**src/srlr_pkg.sv**
```systemverilog
`timescale 1ns / 1ps
// srlr_pkg: shared types and constants of the stereo linear resampler
// no dependencies; imported by every module of the block
package srlr_pkg;

  localparam int unsigned SAMPLE_BITS = 16;
  localparam int unsigned STEP_W      = 22;
  localparam int unsigned MAX_RESULTS = 64;
  localparam int unsigned CNT_W       = 7;
  localparam int unsigned QUEUE_DEPTH = 2;
  localparam int unsigned QPTR_W      = 1;
  localparam int unsigned QCNT_W      = 2;
  localparam int unsigned CFG_ADDR_W  = 1;

  localparam logic [STEP_W-1:0] RATIO_STEP_RESET = STEP_W'(65536);

  // configuration register indexes
  localparam logic [CFG_ADDR_W-1:0] REG_RATIO_STEP = 1'd0;
  localparam logic [CFG_ADDR_W-1:0] REG_MONO_MODE  = 1'd1;

  typedef struct packed {
    logic                          fin;
    logic signed [SAMPLE_BITS-1:0] right;
    logic signed [SAMPLE_BITS-1:0] left;
  } srlr_frame_t;

  typedef struct packed {
    logic valid;
    logic last;
  } srlr_emit_t;

endpackage

```
**src/srlr_front.sv**
```systemverilog
`timescale 1ns / 1ps
// srlr_front: configuration registers, input acceptance and the frame queue
// depends on srlr_pkg
module srlr_front (
  input  logic                               clk,
  input  logic                               rst_n,
  input  logic                               cfg_we,
  input  logic [srlr_pkg::CFG_ADDR_W-1:0]    cfg_addr,
  input  logic [srlr_pkg::STEP_W-1:0]        cfg_wdata,
  input  logic                               in_tvalid,
  output logic                               in_tready,
  input  logic [2*srlr_pkg::SAMPLE_BITS-1:0] in_tdata,
  input  logic                               in_tlast,
  output logic [srlr_pkg::STEP_W-1:0]        ratio_step,
  output logic                               frm_valid,
  output srlr_pkg::srlr_frame_t              frm,
  input  logic                               frm_pop
);
  import srlr_pkg::*;

  logic [STEP_W-1:0] ratio_step_r;
  logic              mono_r;
  srlr_frame_t       queue_r [QUEUE_DEPTH];
  logic [QPTR_W-1:0] wr_ptr_r;
  logic [QPTR_W-1:0] rd_ptr_r;
  logic [QCNT_W-1:0] fill_r;
  logic              push;
  logic              pop;
  srlr_frame_t       push_frm;

  always_ff @(posedge clk) begin
    if (!rst_n) begin
      ratio_step_r <= RATIO_STEP_RESET;
      mono_r       <= 1'b0;
    end else if (cfg_we) begin
      unique case (cfg_addr)
        REG_RATIO_STEP: ratio_step_r <= cfg_wdata;
        REG_MONO_MODE:  mono_r       <= cfg_wdata[0];
        default: ;
      endcase
    end
  end

  assign in_tready = (fill_r != QCNT_W'(QUEUE_DEPTH));
  assign push      = in_tvalid && in_tready;
  assign pop       = frm_pop && frm_valid;

  // mono copies the first channel to both sides before queuing
  always_comb begin
    push_frm.left  = in_tdata[SAMPLE_BITS-1:0];
    push_frm.right = mono_r ? in_tdata[SAMPLE_BITS-1:0]
                            : in_tdata[2*SAMPLE_BITS-1:SAMPLE_BITS];
    push_frm.fin   = in_tlast;
  end

  always_ff @(posedge clk) begin
    if (push) begin
      queue_r[wr_ptr_r] <= push_frm;
    end
  end

  always_ff @(posedge clk) begin
    if (!rst_n) begin
      wr_ptr_r <= '0;
      rd_ptr_r <= '0;
      fill_r   <= '0;
    end else begin
      if (push) begin
        wr_ptr_r <= wr_ptr_r + QPTR_W'(1);
      end
      if (pop) begin
        rd_ptr_r <= rd_ptr_r + QPTR_W'(1);
      end
      case ({push, pop})
        2'b10:   fill_r <= fill_r + QCNT_W'(1);
        2'b01:   fill_r <= fill_r - QCNT_W'(1);
        default: fill_r <= fill_r;
      endcase
    end
  end

  assign frm_valid  = (fill_r != '0);
  assign frm        = queue_r[rd_ptr_r];
  assign ratio_step = ratio_step_r;

endmodule

```
**src/srlr_seq.sv**
```systemverilog
`timescale 1ns / 1ps
// srlr_seq: per-frame sequencer, holds the previous frame and output position
// depends on srlr_pkg; drives srlr_blend one output per cycle while adv is high
module srlr_seq #(
  parameter int unsigned FRACTION_BITS = 16
) (
  input  logic                                   clk,
  input  logic                                   rst_n,
  input  logic [srlr_pkg::STEP_W-1:0]            ratio_step,
  input  logic                                   frm_valid,
  input  srlr_pkg::srlr_frame_t                  frm,
  output logic                                   frm_pop,
  input  logic                                   adv,
  output srlr_pkg::srlr_emit_t                   req,
  output logic signed [srlr_pkg::SAMPLE_BITS-1:0] a_l,
  output logic signed [srlr_pkg::SAMPLE_BITS-1:0] a_r,
  output logic signed [srlr_pkg::SAMPLE_BITS-1:0] b_l,
  output logic signed [srlr_pkg::SAMPLE_BITS-1:0] b_r,
  output logic [FRACTION_BITS-1:0]               frac
);
  import srlr_pkg::*;

  localparam int unsigned POS_W =
    ((FRACTION_BITS > STEP_W) ? FRACTION_BITS : STEP_W) + 1;
  localparam logic [POS_W-1:0] ONE = POS_W'(1) << FRACTION_BITS;

  typedef enum logic [2:0] {
    ST_IDLE   = 3'b001,
    ST_INTERP = 3'b010,
    ST_TAIL   = 3'b100
  } seq_state_t;

  seq_state_t                    state_r, state_nxt;
  logic [POS_W-1:0]              pos_r, pos_nxt;
  logic [CNT_W-1:0]              cnt_r, cnt_nxt;
  logic                          held_valid_r, held_valid_nxt;
  logic signed [SAMPLE_BITS-1:0] held_l_r, held_l_nxt;
  logic signed [SAMPLE_BITS-1:0] held_r_r, held_r_nxt;
  logic signed [SAMPLE_BITS-1:0] new_l_r, new_l_nxt;
  logic signed [SAMPLE_BITS-1:0] new_r_r, new_r_nxt;
  logic                          fin_r, fin_nxt;

  logic [POS_W-1:0] pos_inc;
  logic [POS_W-1:0] pos_m1;
  logic [POS_W-1:0] pos_end;
  logic [CNT_W-1:0] cnt_inc;
  logic             pos_lt_one;
  logic             pos_inc_lt;
  logic             pos_m1_lt;
  logic             pos_end_lt;
  logic             room;
  logic             more_interp;
  logic             more_tail;

  always_comb begin
    pos_inc     = pos_r + POS_W'(ratio_step);
    pos_m1      = pos_r - ONE;
    pos_lt_one  = (pos_r < ONE);
    pos_inc_lt  = (pos_inc < ONE);
    pos_m1_lt   = (pos_m1 < ONE);
    // hitting the cap restarts the position at the new frame
    pos_end     = (pos_inc_lt ? ONE : pos_inc) - ONE;
    pos_end_lt  = (pos_end < ONE);
    cnt_inc     = cnt_r + CNT_W'(1);
    room        = (cnt_inc < CNT_W'(MAX_RESULTS));
    more_interp = pos_inc_lt && room;
    more_tail   = fin_r && pos_end_lt && room;
  end

  always_comb begin
    state_nxt      = state_r;
    pos_nxt        = pos_r;
    cnt_nxt        = cnt_r;
    held_valid_nxt = held_valid_r;
    held_l_nxt     = held_l_r;
    held_r_nxt     = held_r_r;
    new_l_nxt      = new_l_r;
    new_r_nxt      = new_r_r;
    fin_nxt        = fin_r;
    frm_pop        = 1'b0;
    req            = '0;
    unique case (state_r)
      ST_IDLE: begin
        if (frm_valid) begin
          frm_pop = 1'b1;
          cnt_nxt = '0;
          if (held_valid_r) begin
            if (pos_lt_one) begin
              state_nxt = ST_INTERP;
              new_l_nxt = frm.left;
              new_r_nxt = frm.right;
              fin_nxt   = frm.fin;
            end else begin
              // position lies beyond the new frame: no output
              held_l_nxt = frm.left;
              held_r_nxt = frm.right;
              if (frm.fin && pos_m1_lt) begin
                state_nxt = ST_TAIL;
                pos_nxt   = pos_m1;
              end else if (frm.fin) begin
                held_valid_nxt = 1'b0;
                pos_nxt        = '0;
              end else begin
                pos_nxt = pos_m1;
              end
            end
          end else begin
            // first frame of a stream
            held_l_nxt     = frm.left;
            held_r_nxt     = frm.right;
            held_valid_nxt = 1'b1;
            pos_nxt        = '0;
            if (frm.fin) begin
              state_nxt = ST_TAIL;
            end
          end
        end
      end
      ST_INTERP: begin
        if (adv) begin
          req.valid = 1'b1;
          cnt_nxt   = cnt_inc;
          if (more_interp) begin
            pos_nxt = pos_inc;
          end else begin
            held_l_nxt = new_l_r;
            held_r_nxt = new_r_r;
            if (more_tail) begin
              state_nxt = ST_TAIL;
              pos_nxt   = pos_end;
            end else begin
              req.last  = 1'b1;
              state_nxt = ST_IDLE;
              if (fin_r) begin
                held_valid_nxt = 1'b0;
                pos_nxt        = '0;
              end else begin
                pos_nxt = pos_end;
              end
            end
          end
        end
      end
      ST_TAIL: begin
        if (adv) begin
          req.valid = 1'b1;
          cnt_nxt   = cnt_inc;
          if (more_interp) begin
            pos_nxt = pos_inc;
          end else begin
            req.last       = 1'b1;
            state_nxt      = ST_IDLE;
            held_valid_nxt = 1'b0;
            pos_nxt        = '0;
          end
        end
      end
      default: state_nxt = ST_IDLE;
    endcase
  end

  always_ff @(posedge clk) begin
    if (!rst_n) begin
      state_r      <= ST_IDLE;
      pos_r        <= '0;
      cnt_r        <= '0;
      held_valid_r <= 1'b0;
      held_l_r     <= '0;
      held_r_r     <= '0;
    end else begin
      state_r      <= state_nxt;
      pos_r        <= pos_nxt;
      cnt_r        <= cnt_nxt;
      held_valid_r <= held_valid_nxt;
      held_l_r     <= held_l_nxt;
      held_r_r     <= held_r_nxt;
    end
  end

  always_ff @(posedge clk) begin
    new_l_r <= new_l_nxt;
    new_r_r <= new_r_nxt;
    fin_r   <= fin_nxt;
  end

  // tail outputs are the held frame blended with itself at zero weight
  assign a_l  = held_l_r;
  assign a_r  = held_r_r;
  assign b_l  = (state_r == ST_TAIL) ? held_l_r : new_l_r;
  assign b_r  = (state_r == ST_TAIL) ? held_r_r : new_r_r;
  assign frac = (state_r == ST_TAIL) ? '0 : pos_r[FRACTION_BITS-1:0];

endmodule

```
**src/srlr_blend.sv**
```systemverilog
`timescale 1ns / 1ps
// srlr_blend: two-lane interpolation pipeline (multiply, then add/round/clamp)
// and the output register; depends on srlr_pkg
module srlr_blend #(
  parameter int unsigned FRACTION_BITS = 16
) (
  input  logic                                    clk,
  input  logic                                    rst_n,
  input  srlr_pkg::srlr_emit_t                    req,
  input  logic signed [srlr_pkg::SAMPLE_BITS-1:0] a_l,
  input  logic signed [srlr_pkg::SAMPLE_BITS-1:0] a_r,
  input  logic signed [srlr_pkg::SAMPLE_BITS-1:0] b_l,
  input  logic signed [srlr_pkg::SAMPLE_BITS-1:0] b_r,
  input  logic [FRACTION_BITS-1:0]                frac,
  output logic                                    adv,
  output logic                                    out_tvalid,
  input  logic                                    out_tready,
  output logic [2*srlr_pkg::SAMPLE_BITS-1:0]      out_tdata,
  output logic                                    out_tlast
);
  import srlr_pkg::*;

  localparam int unsigned PROD_W = SAMPLE_BITS + FRACTION_BITS + 2;
  localparam int unsigned ACC_W  = PROD_W + 1;
  localparam int unsigned Q_W    = ACC_W - FRACTION_BITS;
  localparam logic [ACC_W-1:0] HALF = ACC_W'(1) << (FRACTION_BITS - 1);
  localparam logic signed [Q_W-1:0] Q_MAX = Q_W'((1 << SAMPLE_BITS) - 1);

  logic signed [SAMPLE_BITS:0]   diff_l, diff_r;
  logic signed [FRACTION_BITS:0] frac_s;
  logic signed [PROD_W-1:0]      prod_l, prod_r;
  logic                          s1_valid_r, s1_last_r;
  logic signed [PROD_W-1:0]      s1_prod_l_r, s1_prod_r_r;
  logic [SAMPLE_BITS-1:0]        s1_base_l_r, s1_base_r_r;
  logic                          out_valid_r, out_last_r;
  logic [SAMPLE_BITS-1:0]        out_l_r, out_r_r;

  // base + diff * frac, rounded half up, clamped, back to two's complement
  function automatic logic [SAMPLE_BITS-1:0] finish(
    input logic signed [PROD_W-1:0] prod,
    input logic [SAMPLE_BITS-1:0]   base
  );
    logic signed [ACC_W-1:0] acc;
    logic signed [Q_W-1:0]   q;
    logic [SAMPLE_BITS-1:0]  u;
    acc = ACC_W'(prod) + $signed(ACC_W'({base, {FRACTION_BITS{1'b0}}}))
        + $signed(HALF);
    q   = acc[ACC_W-1:FRACTION_BITS];
    if (q < 0) begin
      u = '0;
    end else if (q > Q_MAX) begin
      u = '1;
    end else begin
      u = q[SAMPLE_BITS-1:0];
    end
    return {~u[SAMPLE_BITS-1], u[SAMPLE_BITS-2:0]};
  endfunction

  assign adv = !out_valid_r || out_tready;

  always_comb begin
    diff_l = $signed({b_l[SAMPLE_BITS-1], b_l}) - $signed({a_l[SAMPLE_BITS-1], a_l});
    diff_r = $signed({b_r[SAMPLE_BITS-1], b_r}) - $signed({a_r[SAMPLE_BITS-1], a_r});
    frac_s = $signed({1'b0, frac});
    prod_l = PROD_W'(diff_l) * PROD_W'(frac_s);
    prod_r = PROD_W'(diff_r) * PROD_W'(frac_s);
  end

  always_ff @(posedge clk) begin
    if (!rst_n) begin
      s1_valid_r  <= 1'b0;
      out_valid_r <= 1'b0;
    end else if (adv) begin
      s1_valid_r  <= req.valid;
      out_valid_r <= s1_valid_r;
    end
  end

  always_ff @(posedge clk) begin
    if (adv) begin
      s1_last_r   <= req.last;
      s1_prod_l_r <= prod_l;
      s1_prod_r_r <= prod_r;
      // offset binary keeps the base term non-negative
      s1_base_l_r <= {~a_l[SAMPLE_BITS-1], a_l[SAMPLE_BITS-2:0]};
      s1_base_r_r <= {~a_r[SAMPLE_BITS-1], a_r[SAMPLE_BITS-2:0]};
      out_last_r  <= s1_last_r;
      out_l_r     <= finish(s1_prod_l_r, s1_base_l_r);
      out_r_r     <= finish(s1_prod_r_r, s1_base_r_r);
    end
  end

  assign out_tvalid = out_valid_r;
  assign out_tdata  = {out_r_r, out_l_r};
  assign out_tlast  = out_last_r;

endmodule

```
**src/stereo_linear_resampler_unit.sv**
```systemverilog
`timescale 1ns / 1ps
// stereo_linear_resampler_unit: top level of the stereo linear resampler
// depends on srlr_pkg, srlr_front, srlr_seq, srlr_blend
//
//   channel   direction  handshake          payload
//   in_*      input      tvalid/tready      tdata = left_in, right_in; tlast = final_frame
//   out_*     output     tvalid/tready      tdata = left_out, right_out; tlast = run_end
//   cfg_*     input      we only            addr 0 ratio_step, addr 1 mono_mode
//
// a frame takes a classify step in the sequencer plus one issue step per output, with
// at most 64 outputs per frame; the interpolation loop issues one output per cycle
// unless out_tready stalls it, and results pass the multiply stage and output register
// reset: synchronous on rst_n low, clears the queue, drops the held frame,
// sets ratio_step to 1.0 and mono_mode to 0
// out_tready low freezes the output pipeline; a full two-frame queue drops in_tready
module stereo_linear_resampler_unit #(
  parameter int unsigned FRACTION_BITS = 16
) (
  input  logic                               clk,
  input  logic                               rst_n,
  input  logic                               cfg_we,
  input  logic [srlr_pkg::CFG_ADDR_W-1:0]    cfg_addr,
  input  logic [srlr_pkg::STEP_W-1:0]        cfg_wdata,
  input  logic                               in_tvalid,
  output logic                               in_tready,
  input  logic [2*srlr_pkg::SAMPLE_BITS-1:0] in_tdata,   // left_in, right_in
  input  logic                               in_tlast,
  output logic                               out_tvalid,
  input  logic                               out_tready,
  output logic [2*srlr_pkg::SAMPLE_BITS-1:0] out_tdata,  // left_out, right_out
  output logic                               out_tlast
);
  import srlr_pkg::*;

  logic [STEP_W-1:0]             ratio_step;
  logic                          frm_valid;
  srlr_frame_t                   frm;
  logic                          frm_pop;
  logic                          adv;
  srlr_emit_t                    req;
  logic signed [SAMPLE_BITS-1:0] a_l, a_r, b_l, b_r;
  logic [FRACTION_BITS-1:0]      frac;

  srlr_front u_front (
    .clk        (clk),
    .rst_n      (rst_n),
    .cfg_we     (cfg_we),
    .cfg_addr   (cfg_addr),
    .cfg_wdata  (cfg_wdata),
    .in_tvalid  (in_tvalid),
    .in_tready  (in_tready),
    .in_tdata   (in_tdata),
    .in_tlast   (in_tlast),
    .ratio_step (ratio_step),
    .frm_valid  (frm_valid),
    .frm        (frm),
    .frm_pop    (frm_pop)
  );

  srlr_seq #(
    .FRACTION_BITS (FRACTION_BITS)
  ) u_seq (
    .clk        (clk),
    .rst_n      (rst_n),
    .ratio_step (ratio_step),
    .frm_valid  (frm_valid),
    .frm        (frm),
    .frm_pop    (frm_pop),
    .adv        (adv),
    .req        (req),
    .a_l        (a_l),
    .a_r        (a_r),
    .b_l        (b_l),
    .b_r        (b_r),
    .frac       (frac)
  );

  srlr_blend #(
    .FRACTION_BITS (FRACTION_BITS)
  ) u_blend (
    .clk        (clk),
    .rst_n      (rst_n),
    .req        (req),
    .a_l        (a_l),
    .a_r        (a_r),
    .b_l        (b_l),
    .b_r        (b_r),
    .frac       (frac),
    .adv        (adv),
    .out_tvalid (out_tvalid),
    .out_tready (out_tready),
    .out_tdata  (out_tdata),
    .out_tlast  (out_tlast)
  );

endmodule

```
**config.mk**
```make
export PLATFORM = sky130hd
export DESIGN_NAME = stereo_linear_resampler_unit
export DESIGN_NICKNAME = d
export VERILOG_FILES = /design/src/srlr_pkg.sv /design/src/srlr_front.sv /design/src/srlr_seq.sv /design/src/srlr_blend.sv /design/src/stereo_linear_resampler_unit.sv
export SDC_FILE = /design/constraint.sdc
export NUM_CORES = 2
export LEC_CHECK = 0
export ABC_CLOCK_PERIOD_IN_PS = 9800
export BUFFER_PORTS_ARGS = -buffer_cell sky130_fd_sc_hd__buf_2
export CORE_MARGIN = 1
export CORE_UTILIZATION = 35
export CTS_CLUSTER_DIAMETER = 80
export DETAILED_ROUTE_END_ITERATION = 8
export GPL_TIMING_DRIVEN = 0
export PLACE_DENSITY = 0.57
export SYNTH_ARGS = -nofsm -noshare
export SYNTH_HDL_FRONTEND = slang
export SYNTH_HIERARCHICAL = 1
export SYNTH_SLANG_ARGS = --single-unit
```
**constraint.sdc**
```tcl
create_clock -name clk -period 9.8 [get_ports clk]
set_input_delay 0.98 -clock clk [delete_from_list [all_inputs] [get_ports clk]]
set_output_delay 0.98 -clock clk [all_outputs]
set_load 0.02 [all_outputs]
```
# After elaboration in Yosys (flattened, before gate mapping)
# Memories as Yosys holds them, arrays and structs flattened. A register that Yosys moved wholly into a read port is not among the register bits.
# Index checks and enable logic that the tools add are counted.
# word_totals
ff_bits	262
mem_bits_rw	66
in_bits	61
output_inout_bits	35
elab_cells	166
n_memories	1
# memory_table
memory	depth	word_bits	read_ports	rd_clocked_by_memory_dff	write_ports	line	text
u_front.queue_r	2	33	1	1	1	srlr_front.sv:23	srlr_frame_t queue_r [QUEUE_DEPTH];
# op_classes
add_sub_neg	14
n_mul	2
n_lt_le_gt_ge	9
eq_ne	17
mux	72
bitwise_logic	5
n_reduce_logical	22
# op_table
cell	n
two-way mux 16 bit	20
two-way mux 23 bit	12
less-than comparator 23 x 17 -> 1 bit (second input constant)	4
adder 34 x 33 -> 35 bit	2
adder 35 x 17 -> 35 bit (second input constant)	2
one-hot mux 23 bit (3 select lines)	1
multiplier 17 x 17 -> 34 bit	2
one-hot mux 16 bit (2 select lines)	2
subtractor 23 x 17 -> 23 bit (second input constant)	2
> comparator 19 x 17 -> 1 bit (second input constant)	2
less-than comparator 19 x 1 -> 1 bit (second input constant)	2
subtractor 16 x 16 -> 17 bit	2
two-way mux 3 bit	10
adder 23 x 22 -> 23 bit	1
two-way mux 1 bit	20
two-way mux 7 bit	2
!= test 2 bit (second input constant)	7
one-hot mux 7 bit (2 select lines)	1
AND reduction 5 bit	2
one-hot mux 3 bit (3 select lines)	1
one-hot mux 2 bit (2 select lines)	2
AND reduction 8 bit	1
nonzero test 2 bit	4
adder 7 x 1 -> 7 bit (second input constant)	1
other kinds (24)	36

# Longest topological paths before layout
# depth
word_depth	11
depth_mapped	37

# Cells and area by module
# The synthesis kept the hierarchy.
# modules_own_cells
mod	n_inst	cells_each	area_each_um2	seq_area_each_um2
srlr_blend	1	2918	27172.3	3163.0
srlr_seq	1	704	6095.8	2312.2
srlr_front	1	247	3584.7	2542.4

# Worst setup path after synthesis
# No wires, ideal clock.
# synth_path
path_kind	reg-to-reg
from	register u_seq.state_r[2]
to	register u_blend.s1_prod_l_r[31] (data pin)
arrival_ns	8.627
t_required_ns	9.528
setup_slack_ns	0.901
path_stages_with_launch	32
path_buffers	2
cell_sequence	dfxtp_1 > nor3b_1 > clkbuf_1 > mux2_2 > inv_1 > ha_1 > fa_1 > nor2b_1 > o31a_1 > o31a_1 > o211ai_2 > a31oi_1 > o41ai_4 > buf_2 > nand2_1 > fa_1 > fa_1 > clkinv_1 > fa_1 > fa_1 > fa_1 > inv_1 > fa_1 > inv_1 > ha_1 > and4_1 > a221oi_1 > nor3b_1 > o311a_1 > o31ai_1 > a211oi_1 > nor3_1
# synth_between
elab_chain_cells	4
# synth_rtl
element	line	text
from (decl)	srlr_seq.sv:33	seq_state_t state_r, state_nxt;
from (signal assigned)	srlr_seq.sv:171	state_r <= state_nxt;
equality test 3 bit	srlr_seq.sv:189	assign b_l = (state_r == ST_TAIL) ? held_l_r : new_l_r;
two-way mux 16 bit	srlr_seq.sv:189	
net b_l[0]	stereo_linear_resampler_unit.sv:41	logic signed [SAMPLE_BITS-1:0] a_l, a_r, b_l, b_r;
subtractor 16 x 16 -> 17 bit	srlr_blend.sv:62	diff_l = $signed({b_l[SAMPLE_BITS-1], b_l}) - $signed({a_l[SAMPLE_BITS-1], a_l});
multiplier 17 x 17 -> 34 bit	srlr_blend.sv:65	prod_l = PROD_W'(diff_l) * PROD_W'(frac_s);
net u_blend.prod_l[31]	srlr_blend.sv:31	logic signed [PROD_W-1:0] prod_l, prod_r;
to (signal assigned)	srlr_blend.sv:82	s1_prod_l_r <= prod_l;
to (decl)	srlr_blend.sv:33	logic signed [PROD_W-1:0] s1_prod_l_r, s1_prod_r_r;
# The timed path passes the listed nets, and every way through them passes these cells.
# A chain may end at the register's enable or synchronous reset.

# Worst setup path in the final report
# layout_path
from	register u_seq.state_r[2]
to	register u_blend.s1_prod_l_r[33] (data pin)
# Same word-level chain as after synthesis.

==> impl_results.md <==
* Status: finished clean
* Max incr delay on CP at 620 ps
* CP Capture Type: flop
* Drt total wl at 97380 um
* Num rows at 118
* MaxCap Viol Count at 0
* GRT Overall Usage at 0.1865
* Rel. slew slack at 0.03419
* Layout cells sized above 1 at 0.08798
* Yosys cell types at 81
* Commonest cells after routing, fill and taps aside: inv_1, fa_1, nand2_1
* Fin cells at 5421
* Iter 0 DRT Violations at 1624
* Cell area after synthesis at 36850 um^2
* Number of port buffers at 95
* P_sw at 2353 uW
* Drt wl/cell at 17.96 um
* Final period util at 0.9608
* LEAKAGE at 0.01969 uW
* Die Y at 326.5 um
* CP max-delay cell: fa_2
* # setup viols final at 0
* Yosys reg bits at 299
* Dpl ws at -1204 ps
* Final GP Congestion at 0.9017
* Design Power at 5663 uW
* Post-layout util at 0.3917
* Setup slack after layout at 384.3 ps
* Fin nets at 4878
* Clock Skew at 20.70 ps
* Fraction of synthesized area in multiplexers at 0.02618
* Die Area at 106600 um^2
* Worst hold path class: flop to flop
* Via count at 26830
* CTS tree: yes
* Worst Path Class, Setup: flop to flop
* Area growth syn-to-layout at 10.48%
* Clock Path Buffers at 3
* Synth Area in Simple Gates at 0.1489
* Share of the synthesized area in the top cell type at 0.2966
* Max Fclk at 106.2 MHz
* Worst-path clk slew at 60 ps
* Clk_lat worst skew at 560 ps
* Antenna violations before repair at 6
* Synth warnings at 6
* CTS H-tree lvls at 2
* Post-synth top flop: edfxtp_1
* Clock sinks at 299
* Post-synthesis compound-gate area fraction at 0.09259
* Number of synthesized flops with an enable pin at 203
* Detailed Routing Iterations Pass 1 at 5
* Async set or reset register ratio after synthesis at 0
* Reg-to-reg setup timing slack at 380 ps
* CP arrival at 9780 ps
* Drt drc at 0
* Core ar. at 103900 um^2
* Yosys top cell by area: fa_1
* Worst-Margin Slew at 1446 ps
* Leading cell types by total area after synthesis: fa_1, edfxtp_1, ha_1
* Min Hold Slack at 440.3 ps
* # fillers at 10440
* CP required at 10160 ps
* Internal Power at 3310 uW
* Vias in the first global route at 27550
* Root Driver: clkbuf_16
* Largest net degree at the start of global routing at 62
* Slew Viols, Final at 0
* Commonest non-fill, non-tap cell in the layout: inv_1
* Combinational power share at 0.413
* Adder-cell share of the synthesized area at 0.3872
* Avg Synthesized Cell Area at 9.525 um^2
* First-pass GRT wire length at 153900 um
* Peak VDD IR at 0.1636 mV
* Post-synthesis sequential area ratio at 0.2176
* Post-Place Cells at 5345
* Post-layout min period at 9416 ps
* Starting Density at 0.3546
* Mapped Cells at 3869
* Sequential Power Share at 0.320
* XOR/XNOR Fraction of Synth Area at 0.03273
* Critical path's most frequent cell: fa_1
* Clock network power share at 0.267
* Detail Route Antenna Nets at 0
* Dpl hpwl at 79850 um
* Max FO, Critical Path at 10
* PwrDens at 139.1 nW/um^2
* Crit start category: flop
* Clock buffer count from CTS at 36
* Die width at 326.5 um
* Post-Synthesis Net Count at 4738
* Post-DR vias/cell at 4.948
* Largest family of logic cells by synthesized area: adder cells
* RSZ-0062 raised after global routing: yes
* Final Hold Viols at 0
* Switch share at 0.4155
* # IOs at 96
* Remaining global-route overflow at 0
==> Yosys cell counts, types with 87 or more instances <==
cell	number
nand2_1	465
ha_1	262
inv_1	749
o21ai_0	87
xnor2_1	88
a21oi_1	148
edfxtp_1	203
fa_1	546
nor2_1	102
clkbuf_1	113
dfxtp_1	96
and2_1	220
==> cells by family (layout without fill, tap and decap cells) <==
group                      count (synthesis)  after routing
AOI/OAI and AO/OA                        511            511
other                                      0              6
and+or+nand+nor                         1118           1118
muxes                                     86             86
adders and majority gates                814            814
buffers and inverters                    905           1071
DFF                                      299            299
xor gates and xnor gates                 136            136
==> power by group through the flow <==
stage / combinational (uW) / sequential (uW) / clock (uW)
after global placement: 2220 / 1840 / 0
after CTS: 2250 / 1820 / 1550
after floorplan: 1390 / 1800 / 0
after detailed placement: 2220 / 1840 / 0
final: 2340 / 1810 / 1510
after global routing: 2520 / 1830 / 1600
==> per-stage QoR <==
step                instance area (um^2)  TNS, ps
CTS                                40540        0
detailed placement                 39090   -16810
floorplan                          36850        0
finish                             40720        0
global placement                   39060   -14570
global route                       40700   -266.8
==> sequential cells by signal (all words and copies together), names as in the netlist, 2 cells and up, named ones only <==
register	count
u_front/queue_r	66
u_blend/out_r_r	16
u_seq/cnt_r	7
u_seq/new_l_r	16
u_blend/s1_prod_l_r	19
u_seq/pos_r	23
u_blend/s1_base_l_r	16
u_seq/a_l	16
u_front/ratio_step	22
u_seq/state_r	3
u_front/fill_r	2
u_blend/s1_prod_r_r	19
u_blend/out_l_r	16
u_seq/a_r	16
u_blend/s1_base_r_r	16
u_seq/new_r_r	16
==> what timing repair did <==
| item | in CTS | in global routing |
|---|---|---|
| resized for setup | 18 | 47 |
| buffers inserted | 3 | 3 |
| pin swaps | 1 | 3 |
| endpoints found under the setup margin | 33 | 26 |
| hold buffers | 0 | 0 |
| endpoints found under the hold margin | 0 | 0 |
==> per-layer routing <==
| layer | wire (um) | vias up | track usage |
|---|---|---|---|
| li1 | - | 12610 | - |
| met1 | 42300 | 13430 | 0.2462 |
| met2 | 46000 | 657 | 0.3083 |
| met3 | 5688 | 130 | 0.02884 |
| met4 | 3386 | 2 | 0.06898 |
| met5 | 13 | - | 0 |
==> path summary, 6_finish.rpt <==
| path | from | to | cells past startpoint |
|---|---|---|---|
| setup / recovery | u_seq/state_r[2] | u_blend/s1_prod_l_r[33] | 32 |
| hold / removal | u_blend/s1_last_r | u_blend/out_tlast | 0 |
| setup reg to reg | u_seq/state_r[2] | u_blend/s1_prod_l_r[33] | 32 |
| hold reg to reg | u_blend/s1_last_r | u_blend/out_tlast | 0 |
==> layout make-up <==
class	count	area [um^2]	share of cell area
buffer	152	695.7	0.01709
antenna	6	15.01	0.0003688
sequential	299	8018	0.1969
timing repair buffer	102	548.0	0.01346
inverter	753	2828	0.06945
clock buffer	37	925.9	0.02274
multi-input combinational	2665	25540	0.6273
tap	1380	1727	0.04241
clock inverter	27	416.7	0.01023
==> critical path, delay by kind of cell (launching register included) <==
kind	cells	cell delay (ps)
fa+ha+maj	9	4000
compound gates	8	2160
simple gates	7	1420
buf+inv	7	890
flops	1	360
mux	1	350
Note: power is estimated with default switching activity, not from simulation.
